**src/rtl/bfa_pkg.sv**
```systemverilog
package bfa_pkg;

  localparam int DEPTH_DEF = 8;
  localparam int CAP_W     = 4;
  localparam int ID_W      = 12;
  localparam int HGT_W     = 8;
  localparam int AVG_STEPS = HGT_W;
  localparam int STEP_W    = $clog2(AVG_STEPS);

  localparam logic [CAP_W-1:0] CAP_RESET = 4'd5;

  localparam logic REQ_ENQ = 1'b0;
  localparam logic REQ_DEQ = 1'b1;

  typedef struct packed {
    logic load;
    logic div_step;
    logic apply;
  } bfa_cmd_t;

  typedef struct packed {
    logic need_div;
    logic div_last;
  } bfa_status_t;

endpackage

```
**src/rtl/bfa_ctrl.sv**
```systemverilog
module bfa_ctrl
  import bfa_pkg::*;
(
  input  logic        clk,
  input  logic        rst_n,
  input  logic        start,
  input  bfa_status_t status,
  output bfa_cmd_t    cmd,
  output logic        busy
);

  typedef enum logic [2:0] {
    ST_IDLE  = 3'b001,
    ST_DIV   = 3'b010,
    ST_APPLY = 3'b100
  } state_t;

  state_t state_r;
  state_t state_nxt;

  always_comb begin
    state_nxt    = state_r;
    cmd.load     = 1'b0;
    cmd.div_step = 1'b0;
    cmd.apply    = 1'b0;
    unique case (state_r)
      ST_IDLE: begin
        if (start) begin
          cmd.load  = 1'b1;
          state_nxt = status.need_div ? ST_DIV : ST_APPLY;
        end
      end
      ST_DIV: begin
        cmd.div_step = 1'b1;
        if (status.div_last) begin
          state_nxt = ST_APPLY;
        end
      end
      ST_APPLY: begin
        cmd.apply = 1'b1;
        state_nxt = ST_IDLE;
      end
      default: begin
        state_nxt = ST_IDLE;
      end
    endcase
  end

  always_ff @(posedge clk) begin
    if (!rst_n) begin
      state_r <= ST_IDLE;
    end else begin
      state_r <= state_nxt;
    end
  end

  assign busy = (state_r != ST_IDLE);

endmodule

```
**src/rtl/bfa_datapath.sv**
```systemverilog
module bfa_datapath
  import bfa_pkg::*;
#(
  parameter int DEPTH = DEPTH_DEF
) (
  input  logic             clk,
  input  logic             rst_n,
  input  bfa_cmd_t         cmd,
  output bfa_status_t      status,
  input  logic             in_req_type,
  input  logic [ID_W-1:0]  in_player_id,
  input  logic [HGT_W-1:0] in_height,
  input  logic             cfg_wr_en,
  input  logic [CAP_W-1:0] cfg_wr_data,
  output logic             out_valid,
  output logic             out_avg_valid,
  output logic [HGT_W-1:0] out_avg_height,
  output logic             out_removed_valid,
  output logic [ID_W-1:0]  out_removed_id,
  output logic [HGT_W-1:0] out_removed_height,
  output logic             out_empty_error
);

  localparam int IW = (DEPTH > 1) ? $clog2(DEPTH) : 1;
  localparam int CW = $clog2(DEPTH + 1);
  localparam int SW = HGT_W + CW;
  localparam int NW = SW + 1;
  localparam int RW = CW + 1;

  logic [ID_W-1:0]  id_mem  [DEPTH];
  logic [HGT_W-1:0] hgt_mem [DEPTH];
  logic [ID_W-1:0]  rd_id_r;
  logic [HGT_W-1:0] rd_hgt_r;

  logic [CAP_W-1:0] cap_r;
  logic [IW-1:0]    head_r, head_nxt;
  logic [CW-1:0]    count_r, count_nxt;
  logic [SW-1:0]    sum_r, sum_nxt;

  logic             req_r;
  logic [ID_W-1:0]  id_r;
  logic [HGT_W-1:0] hgt_r;

  logic [RW-1:0]     rem_r;
  logic [HGT_W-1:0]  quo_r;
  logic [STEP_W-1:0] step_r;
  logic [NW-1:0]     num;
  logic [RW-1:0]     den;
  logic [RW:0]       trial;

  logic [CW-1:0] ecap;
  logic          evict, drop, is_enq;
  logic [IW-1:0] head_inc, head_a, tail;
  logic [CW-1:0] count_a;
  logic [SW-1:0] sum_a;
  logic [IW:0]   tail_sum;

  logic             out_valid_r;
  logic             avg_valid_r, removed_valid_r, empty_error_r;
  logic [HGT_W-1:0] avg_height_r, removed_height_r;
  logic [ID_W-1:0]  removed_id_r;

  always_comb begin
    if (cap_r == '0) begin
      ecap = CW'(1);
    end else if (int'(cap_r) > DEPTH) begin
      ecap = CW'(DEPTH);
    end else begin
      ecap = CW'(cap_r);
    end
  end

  assign num   = {sum_r, 1'b0} + NW'(count_r);
  assign den   = {count_r, 1'b0};
  assign trial = {rem_r, quo_r[HGT_W-1]};

  assign status.need_div = (in_req_type == REQ_ENQ) && (count_r != '0);
  assign status.div_last = (step_r == STEP_W'(AVG_STEPS - 1));

  assign is_enq   = (req_r == REQ_ENQ);
  assign evict    = is_enq && (count_r >= ecap);
  assign drop     = evict || (!is_enq && (count_r != '0));
  assign head_inc = (head_r == IW'(DEPTH - 1)) ? '0 : head_r + IW'(1);
  assign head_a   = drop ? head_inc : head_r;
  assign count_a  = drop ? count_r - CW'(1) : count_r;
  assign sum_a    = drop ? sum_r - SW'(rd_hgt_r) : sum_r;
  assign tail_sum = {1'b0, head_a} + (IW + 1)'(count_a);
  assign tail     = (tail_sum >= (IW + 1)'(DEPTH)) ? IW'(tail_sum - (IW + 1)'(DEPTH))
                                                   : tail_sum[IW-1:0];

  always_comb begin
    head_nxt  = head_a;
    count_nxt = count_a;
    sum_nxt   = sum_a;
    if (is_enq) begin
      count_nxt = count_a + CW'(1);
      sum_nxt   = sum_a + SW'(hgt_r);
    end
  end

  always_ff @(posedge clk) begin
    if (cmd.apply && is_enq) begin
      id_mem[tail]  <= id_r;
      hgt_mem[tail] <= hgt_r;
    end
    rd_id_r  <= id_mem[head_r];
    rd_hgt_r <= hgt_mem[head_r];
  end

  always_ff @(posedge clk) begin
    if (!rst_n) begin
      cap_r       <= CAP_RESET;
      head_r      <= '0;
      count_r     <= '0;
      sum_r       <= '0;
      out_valid_r <= 1'b0;
    end else begin
      if (cfg_wr_en) begin
        cap_r <= cfg_wr_data;
      end
      if (cmd.apply) begin
        head_r  <= head_nxt;
        count_r <= count_nxt;
        sum_r   <= sum_nxt;
      end
      out_valid_r <= cmd.apply;
    end
  end

  always_ff @(posedge clk) begin
    if (cmd.load) begin
      req_r  <= in_req_type;
      id_r   <= in_player_id;
      hgt_r  <= in_height;
      rem_r  <= num[NW-1:HGT_W];
      quo_r  <= num[HGT_W-1:0];
      step_r <= '0;
    end else if (cmd.div_step) begin
      step_r <= step_r + STEP_W'(1);
      if (trial >= {1'b0, den}) begin
        rem_r <= RW'(trial - {1'b0, den});
        quo_r <= {quo_r[HGT_W-2:0], 1'b1};
      end else begin
        rem_r <= trial[RW-1:0];
        quo_r <= {quo_r[HGT_W-2:0], 1'b0};
      end
    end
  end

  always_ff @(posedge clk) begin
    if (cmd.apply) begin
      avg_valid_r      <= is_enq && (count_r != '0);
      avg_height_r     <= (is_enq && (count_r != '0)) ? quo_r : '0;
      removed_valid_r  <= !is_enq && (count_r != '0);
      removed_id_r     <= (!is_enq && (count_r != '0)) ? rd_id_r : '0;
      removed_height_r <= (!is_enq && (count_r != '0)) ? rd_hgt_r : '0;
      empty_error_r    <= !is_enq && (count_r == '0);
    end
  end

  assign out_valid          = out_valid_r;
  assign out_avg_valid      = avg_valid_r;
  assign out_avg_height     = avg_height_r;
  assign out_removed_valid  = removed_valid_r;
  assign out_removed_id     = removed_id_r;
  assign out_removed_height = removed_height_r;
  assign out_empty_error    = empty_error_r;

endmodule

```
**src/rtl/bounded_fifo_with_average_core.sv**
```systemverilog
// Bounded queue of (id, height) records with a running average of the held heights.
// A request is taken when start is high and busy is low. A dequeue, or an enqueue
// into an empty queue, goes straight from the transfer to the apply state, while an
// enqueue into a non-empty queue runs the 8-step restoring divider that forms the
// rounded average. Each result is shown for exactly one cycle with out_valid high
// and cannot be held off, so the receiver must take it then; a new request may
// be started in that same cycle. An enqueue on a full queue drops the oldest
// record without a result of its own, and a dequeue on an empty queue returns
// out_empty_error. Write the capacity only while busy is low.
module bounded_fifo_with_average_core
  import bfa_pkg::*;
#(
  parameter int DEPTH = DEPTH_DEF
) (
  input  logic             clk,
  input  logic             rst_n,
  input  logic             start,
  output logic             busy,
  input  logic             in_req_type,
  input  logic [ID_W-1:0]  in_player_id,
  input  logic [HGT_W-1:0] in_height,
  input  logic             cfg_wr_en,
  input  logic [CAP_W-1:0] cfg_wr_data,
  output logic             out_valid,
  output logic             out_avg_valid,
  output logic [HGT_W-1:0] out_avg_height,
  output logic             out_removed_valid,
  output logic [ID_W-1:0]  out_removed_id,
  output logic [HGT_W-1:0] out_removed_height,
  output logic             out_empty_error
);

  bfa_cmd_t    cmd;
  bfa_status_t status;

  bfa_ctrl u_ctrl (
    .clk    (clk),
    .rst_n  (rst_n),
    .start  (start),
    .status (status),
    .cmd    (cmd),
    .busy   (busy)
  );

  bfa_datapath #(
    .DEPTH (DEPTH)
  ) u_dp (
    .clk                (clk),
    .rst_n              (rst_n),
    .cmd                (cmd),
    .status             (status),
    .in_req_type        (in_req_type),
    .in_player_id       (in_player_id),
    .in_height          (in_height),
    .cfg_wr_en          (cfg_wr_en),
    .cfg_wr_data        (cfg_wr_data),
    .out_valid          (out_valid),
    .out_avg_valid      (out_avg_valid),
    .out_avg_height     (out_avg_height),
    .out_removed_valid  (out_removed_valid),
    .out_removed_id     (out_removed_id),
    .out_removed_height (out_removed_height),
    .out_empty_error    (out_empty_error)
  );

  a_one_outcome: assert property (@(posedge clk) disable iff (!rst_n)
    out_valid |-> $countones({out_avg_valid, out_removed_valid, out_empty_error}) <= 1)
    else $error("result carries more than one outcome");

  a_apply_gives_result: assert property (@(posedge clk) disable iff (!rst_n)
    cmd.apply |=> out_valid && !busy)
    else $error("applied request did not produce a result");

  a_result_only_after_apply: assert property (@(posedge clk) disable iff (!rst_n)
    out_valid |-> $past(cmd.apply))
    else $error("result strobe without an applied request");

  a_accept_goes_busy: assert property (@(posedge clk) disable iff (!rst_n)
    (start && !busy) |=> busy)
    else $error("transfer accepted but block not busy");

endmodule

```
**config.mk**
```make
export PLATFORM = sky130hd
export DESIGN_NAME = bounded_fifo_with_average_core
export DESIGN_NICKNAME = d
export VERILOG_FILES = /design/src/rtl/bfa_pkg.sv /design/src/rtl/bfa_ctrl.sv /design/src/rtl/bfa_datapath.sv /design/src/rtl/bounded_fifo_with_average_core.sv
export SDC_FILE = /design/constraint.sdc
export NUM_CORES = 1
export LEC_CHECK = 0
export BUFFER_PORTS_ARGS = -buffer_cell sky130_fd_sc_hd__buf_2
export CAP_MARGIN = 20
export CELL_PAD_IN_SITES_DETAIL_PLACEMENT = 0
export CELL_PAD_IN_SITES_GLOBAL_PLACEMENT = 1
export CORE_MARGIN = 2
export CORE_UTILIZATION = 40
export DETAILED_ROUTE_END_ITERATION = 10
export MAX_ROUTING_LAYER = met4
export PLACE_DENSITY = 0.71
export SYNTH_ARGS = -nofsm -noshare
export SYNTH_HDL_FRONTEND = slang
export SYNTH_SLANG_ARGS = --single-unit
```
**constraint.sdc**
```tcl
create_clock -name clk -period 10.8 [get_ports clk]
set_input_delay 1.62 -clock clk [delete_from_list [all_inputs] [get_ports clk]]
set_output_delay 1.62 -clock clk [all_outputs]
set_load 0.1 [all_outputs]
```
== Yosys cells after proc, flatten, opt, wreduce, memory -nomap -nowiden ==
Memory sizes are Yosys's and may differ from the RTL's. A register that Yosys moved wholly into a read port is not among the register bits.
Index checks and enable logic that the tools add are counted.
Storage, ports and cells
  word-level logic and storage cells: 81
  bits in writable memories: 160
  register bits after elaboration: 95
  output and inout bits: 33
  memories: 2
  bits of input ports: 29
Memories
  u_dp.id_mem: words 8, width 12, read ports 1, clocked after Yosys merged registers in 1, wr ports 1, line bfa_datapath.sv:30  | logic [ID_W-1:0] id_mem [DEPTH];
  u_dp.hgt_mem: words 8, width 8, read ports 1, clocked after Yosys merged registers in 1, wr ports 1, line bfa_datapath.sv:31  | logic [HGT_W-1:0] hgt_mem [DEPTH];
Operators by class
  $lt $le $gt $ge: 4
  equality and inequality tests: 8
  multiplexer cells: 25
  bitwise logic cells: 2
  add/subtract/negate cells: 10
  reduce and logical (&&, ||, !) cells: 12
Operator list (number)
  $mux W12: 2
  $mux W3: 6
  $mux W4: 4
  $mux W8: 2
  $mux W5: 3
  $add A13 B4 Y13: 1
  $add A12 B8 Y12: 1
  $sub A12 B8 Y12: 1
  $eq A3 B3 Y1 const B: 3
  $logic_not A4 Y1: 2
  $mux W1: 7
  $add A3 B1 Y3 const B: 2
  $ge A6 B5 Y1: 1
  $logic_and A1 B1 Y1: 6
  $pmux W3 S2: 1
  $sub A5 B5 Y5: 1
  $add A3 B4 Y4: 1
  $add A4 B1 Y4 const B: 1
  $ge A4 B4 Y1: 1
  $ge A4 B4 Y1 const B: 1
  $gt A4 B4 Y1 const B: 1
  $ne A2 B2 Y1 const B: 2
  $reduce_bool A4 Y1: 1
  $sub A4 B1 Y4 const B: 1
  8 further kinds: 9

== Logic depth before layout (Yosys ltp) ==
  word-level depth: 10
  mapped depth: 21
  depth with buffers taken out: 19

== Cells and area by module ==
From an unflattened synthesis, not the netlist that was laid out.
Unflattened totals
  cells, all modules: 768
  area, all modules: 11808.8 µm²
By module, submodules not included
  bfa_datapath: times used 1, cells each 755, area an instance 11664.9 µm², seq. area each 7697.4 µm²
  bfa_ctrl: times used 1, cells each 13, area an instance 143.9 µm², seq. area each 60.1 µm²

== Worst setup path after synthesis ==
Ideal clock, no wire load.
  path kind: register -> register
  start: register u_dp.count_r[0]
  end: memory u_dp.hgt_mem[7][0], enable pin
  required time: 10.378 ns
  path buffers: 2
  library setup time: 0.422 ns
  stages on the path, launching flop included: 16
  data arrival time: 4.390 ns
  setup slack: 5.988 ns
  clock period less this slack: 4.812 ns
  cell sequence: dfxtp_1 -> inv_1 -> ha_1 -> nor3b_1 -> and2_4 -> or3_1 -> buf_4 -> clkbuf_1 -> nor3_1 -> a21o_1 -> ha_1 -> inv_1 -> fa_1 -> xor2_1 -> xnor2_1 -> nor3_1
On the way
  cells in the longest elaborated chain, start to end: 7
  elaborated cells between the ends (all ways): 12
  classes of those cells: add/sub (3); order compare (2); mux (3); reduce/logical (4)
Ends and longest elaborated chain
  start, declared: line bfa_datapath.sv:37  | logic [CW-1:0] count_r, count_nxt;
  start signal, assigned: line bfa_datapath.sv:123  | count_r <= count_nxt;
  $ge A4 B4 Y1 / $reduce_bool A4 Y1 (equally long branches): line bfa_datapath.sv:81, bfa_datapath.sv:82
  $logic_and A1 B1 Y1 (on tied branches): line bfa_datapath.sv:81, bfa_datapath.sv:82
  $logic_or A1 B1 Y1 (*): line bfa_datapath.sv:82  | assign drop = evict || (!is_enq && (count_r != '0));
  $mux W3 (*): line bfa_datapath.sv:84  | assign head_a = drop ? head_inc : head_r;
  net u_dp.head_a[0]: line bfa_datapath.sv:53  | logic [IW-1:0] head_inc, head_a, tail;
  $add A3 B4 Y4 (*): line bfa_datapath.sv:87  | assign tail_sum = {1'b0, head_a} + (IW + 1)'(count_a);
  $ge A4 B4 Y1 / $sub A3 B1 Y3 (equally long branches): line bfa_datapath.sv:88  | assign tail = (tail_sum >= (IW + 1)'(DEPTH)) ? IW'(tail_sum - (IW + 1)'(DEPTH))
  $mux W3 (*): line bfa_datapath.sv:88
  end, declared: line bfa_datapath.sv:31
Mark *: on every way through the listed nets, which the timed path passes. The rest lies on a longest branch.

== Worst setup path after layout ==
  start: register u_dp.count_r[0]
  end: register u_dp.sum_r[8]
On the way
  cells in the longest elaborated chain, start to end: 6
  elaborated cells between the ends (all ways): 8
  classes of those cells: add/sub (1); order compare (1); mux (2); reduce/logical (4)
Ends and longest elaborated chain
  $ge A4 B4 Y1 / $reduce_bool A4 Y1 (equally long branches): line bfa_datapath.sv:81, bfa_datapath.sv:82
  $logic_and A1 B1 Y1 (on tied branches): line bfa_datapath.sv:81, bfa_datapath.sv:82
  $logic_or A1 B1 Y1 (*): line bfa_datapath.sv:82
  $mux W12 (*): line bfa_datapath.sv:86  | assign sum_a = drop ? sum_r - SW'(rd_hgt_r) : sum_r;
  $add A12 B8 Y12: line bfa_datapath.sv:97  | sum_nxt = sum_a + SW'(hgt_r);
  $mux W12 (*): line bfa_datapath.sv:95  | if (is_enq) begin
  end signal, assigned: line bfa_datapath.sv:124  | sum_r <= sum_nxt;
  end, declared: line bfa_datapath.sv:38  | logic [SW-1:0] sum_r, sum_nxt;
Mark *: on every way between the ends. The rest lies on a longest branch, timed or not.
A chain may end at the register's enable or synchronous reset.

==> impl_results.md <==
* Port bufs at 61
* Total Routed Length at 23,500 um
* Unrepaired setup endpoints after global routing: false
* CP arrival at 5320 ps
* Vias in the first global route at 6,544
* Clock skew at 25.8 ps
* Final RePlAce weighted congestion at 0.823
* N_diodes at 0
* Post-Syn Nets at 844
* Chip width at 175 um
* Pin count of the biggest net entering global routing at 45
* Finished Core Util at 0.474
* DR DRC count at 0
* Top post-synthesis cells by area: edfxtp_1 (58%), dfxtp_1 (8.6%), mux4_2 (7.7%), ha_1 (3.8%), mux2_2 (1.9%)
* WHS Path Cells at 2
* Startpoint type of the worst setup path: flip-flop
* Fin cells at 1,258
* First-pass GRT wire length at 37,300 um
* Hold Buf Count CTS at 0
* Max-slew violation count at 0
* R2R Path End: u_dp.sum_r[8]
* Die Y at 175 um
* CP required at 11,280 ps
* Via density at 5.06
* Worst-Skew Late Latency at 580 ps
* Worst vdd ir at 134 uV
* R2r setup slk at 5960 ps
* Synth warn at 0
* Root buffer cell: clkbuf_16
* Yosys top cell area share at 0.579
* DP HPWL at 15,200 um
* Hold wc startpoint: u_dp.step_r[2]
* Storage cell area at 0.00776 mm^2
* Area of the multi-input gates at 0.00371 mm^2
* Cells after Synth at 775
* Num Clock Sinks at 275
* Start of the worst register-to-register path: u_dp.count_r[0]
* Commonest non-fill, non-tap cells in the layout: edfxtp_1 (225), buf_2 (61), nand2_1 (53)
* Worst reg2reg path depth at 17
* Initial antenna violation count at 0
* Fin crit share at 0.448
* Initial Util at 0.407
* Post-DP Area at 0.0125 mm^2
* Area growth syn-to-layout at 16.5%
* # rows at 62
* Core ar. at 0.0287 mm^2
* CTS tree: done
* Post-CTS setup buffer count at 0
* Yosys cell types at 54
* CTS buffer count at 30
* Remaining global-route overflow at 0
* Via count at 6,364
* Hold Fails Final Rpt at 0
* Max-Cap Viols at 0
* Final Power at 2430 uW
* Worst Setup Path Type: reg -> reg
* Synth Register Bits at 275
* Detail Route Antenna Nets at 0
* Layout cells sized above 1 at 0.240
* Design area at 0.0136 mm^2
* Maximum fanout along the worst path at 17
* Mapped Avg Cell Area at 15.1 um^2
* Setup tns final at 0 ps
* Most common cell after layout, fill and taps aside: edfxtp_1
* Slew margin rel. at 0.383
* Fmax at 0.207 GHz
* 1st-iter DRT viols at 333
* Leakage power at 0.00477 uW
* Ys flop type: edfxtp_1
* Hold Crit Class: reg -> reg
* Filler cells at 2,530
* Syn Std Cell Area at 0.0117 mm^2
* Post-synth EDFFs at 225
* Cell total after placement at 1,202
* Post-synth ARST share at 0
* Num ports at 62
* Max clock buf depth at 3
* Post_cts resized at 0
* Final setup fails at 0
* Hold Path End: u_dp.step_r[2]
* Clk pin slew, worst setup/hold paths at 60 ps
* Nature of the critical path endpoint: flip-flop
* Nets at 919
* GRT Total Usage at 0.162
* PwrDens at 179 mW/mm^2
* Worst Max-Slew Pin Slew at 921 ps
* Die area at 0.0306 mm^2
* H-tree depth at 1
* DR pass1 iterations at 4
* Status: finished clean
* Per-cell routed wire length at 18.7 um
* Dominant cell type by area after synthesis: edfxtp_1
* Fin crit period at 4840 ps
* Sequential-to-total area share from yosys stat at 0.665
[worst max-delay path by stage]
stage	slack, ps	to	cells past startpoint	start
floorplan	5990	u_dp.hgt_mem[7][0]	15	u_dp.count_r[0]
global placement	6120	u_dp.sum_r[8]	17	u_dp.count_r[0]
detailed placement	5960	u_dp.hgt_mem[3][6]	13	u_dp.count_r[0]
CTS	5950	u_dp.sum_r[8]	17	u_dp.count_r[0]
global route	5510	u_dp.sum_r[8]	17	u_dp.count_r[0]
finish	5960	u_dp.sum_r[8]	17	u_dp.count_r[0]
[cell type report]
cell class,count,area share
repair buffers,77,0.0342
clock inverters,15,0.0166
clock buffers,41,0.0627
flip-flops and latches,275,0.571
multi-input cells,439,0.273
inverters,27,0.00745
well taps,384,0.0353
[per-stage QoR]
step,setup WS (ps),hold WS [ps]
finish,5960,461
detailed placement,5960,455
floorplan,5990,440
global placement,6120,450
global route,5510,500
CTS,5950,464
[cells in the mapped netlist (2+ instances only)]
| master | number |
|---|---|
| buf_2 | 2 |
| and2_1 | 24 |
| nor2b_1 | 4 |
| dfxtp_1 | 50 |
| nor2_1 | 48 |
| xor2_1 | 14 |
| a21o_1 | 7 |
| o211ai_1 | 4 |
| clkbuf_1 | 25 |
| or3_1 | 6 |
| o21ai_0 | 38 |
| buf_4 | 2 |
| mux4_2 | 40 |
| edfxtp_1 | 225 |
| mux2i_1 | 12 |
| nor3b_1 | 3 |
| nand4_1 | 2 |
| xnor2_1 | 18 |
| ha_1 | 35 |
| a21oi_1 | 27 |
| o31ai_1 | 3 |
| nor3_2 | 2 |
| o21a_1 | 6 |
| mux2_2 | 20 |
| a211oi_1 | 12 |
| nand3_1 | 5 |
| o21bai_1 | 2 |
| nand2_1 | 53 |
| o311a_1 | 2 |
| nor3_1 | 20 |
| inv_1 | 26 |
| o31a_1 | 2 |
| nand2b_1 | 7 |
| buf_1 | 5 |
| fa_1 | 5 |
[cells by family after synthesis]
logic type,after synthesis,synth area share
and+or+nand+nor,184,0.0780
xor gates and xnor gates,32,0.0240
adders and majority gates,40,0.0461
DFF,275,0.665
buffers and inverters,61,0.0205
AOI/OAI and AO/OA,111,0.0600
muxes,72,0.107
[metal layers]
layer / GRT usage / routed length (um)
met1: 0.219 / 10700
met2: 0.259 / 11200
met3: 0.0276 / 1200
met4: 0.0361 / 367
met5: - / 0
[registers in the layout, summed over array words and instances, names as in the netlist]
signal and cells:
u_dp.out_avg_valid 1, u_dp.hgt_mem 64, u_dp.quo_r 8, u_dp.step_r 3, u_dp.out_removed_id 12, u_dp.out_removed_valid 1
u_dp.rd_hgt_r 8, u_dp.count_r 4, u_dp.out_avg_height 8, u_dp.hgt_r 8, u_dp.rd_id_r 12, u_dp.out_empty_error 1
u_ctrl.state_r 3, u_dp.id_mem 96, u_dp.req_r 1, u_dp.rem_r 5, u_dp.out_removed_height 8, u_dp.id_r 12
u_dp.cap_r 4, u_dp.out_valid 1, u_dp.head_r 3, u_dp.sum_r 12
[where the power goes]
part | total, uW | switching, uW | internal (uW)
combinational | 159 | 101 | 57.7
clock | 1080 | 424 | 655
sequential | 1190 | 21.5 | 1170
total | 2430 | 547 | 1880
[worst max-delay path: stages (launching register included)]
cell and delay (ps):
dfxtp_1 360, inv_1 170, ha_1 290, nor3b_2 780
and2_4 280, or3_1 280, buf_4 290, o21ai_0 140
ha_1 250, fa_1 430, a211oi_1 310, o21bai_1 120
a21oi_1 220, o21ai_0 110, o211ai_1 170, xor2_1 120
or3_1 320, a21oi_1 140
Power figures use the tool's default switching activity.
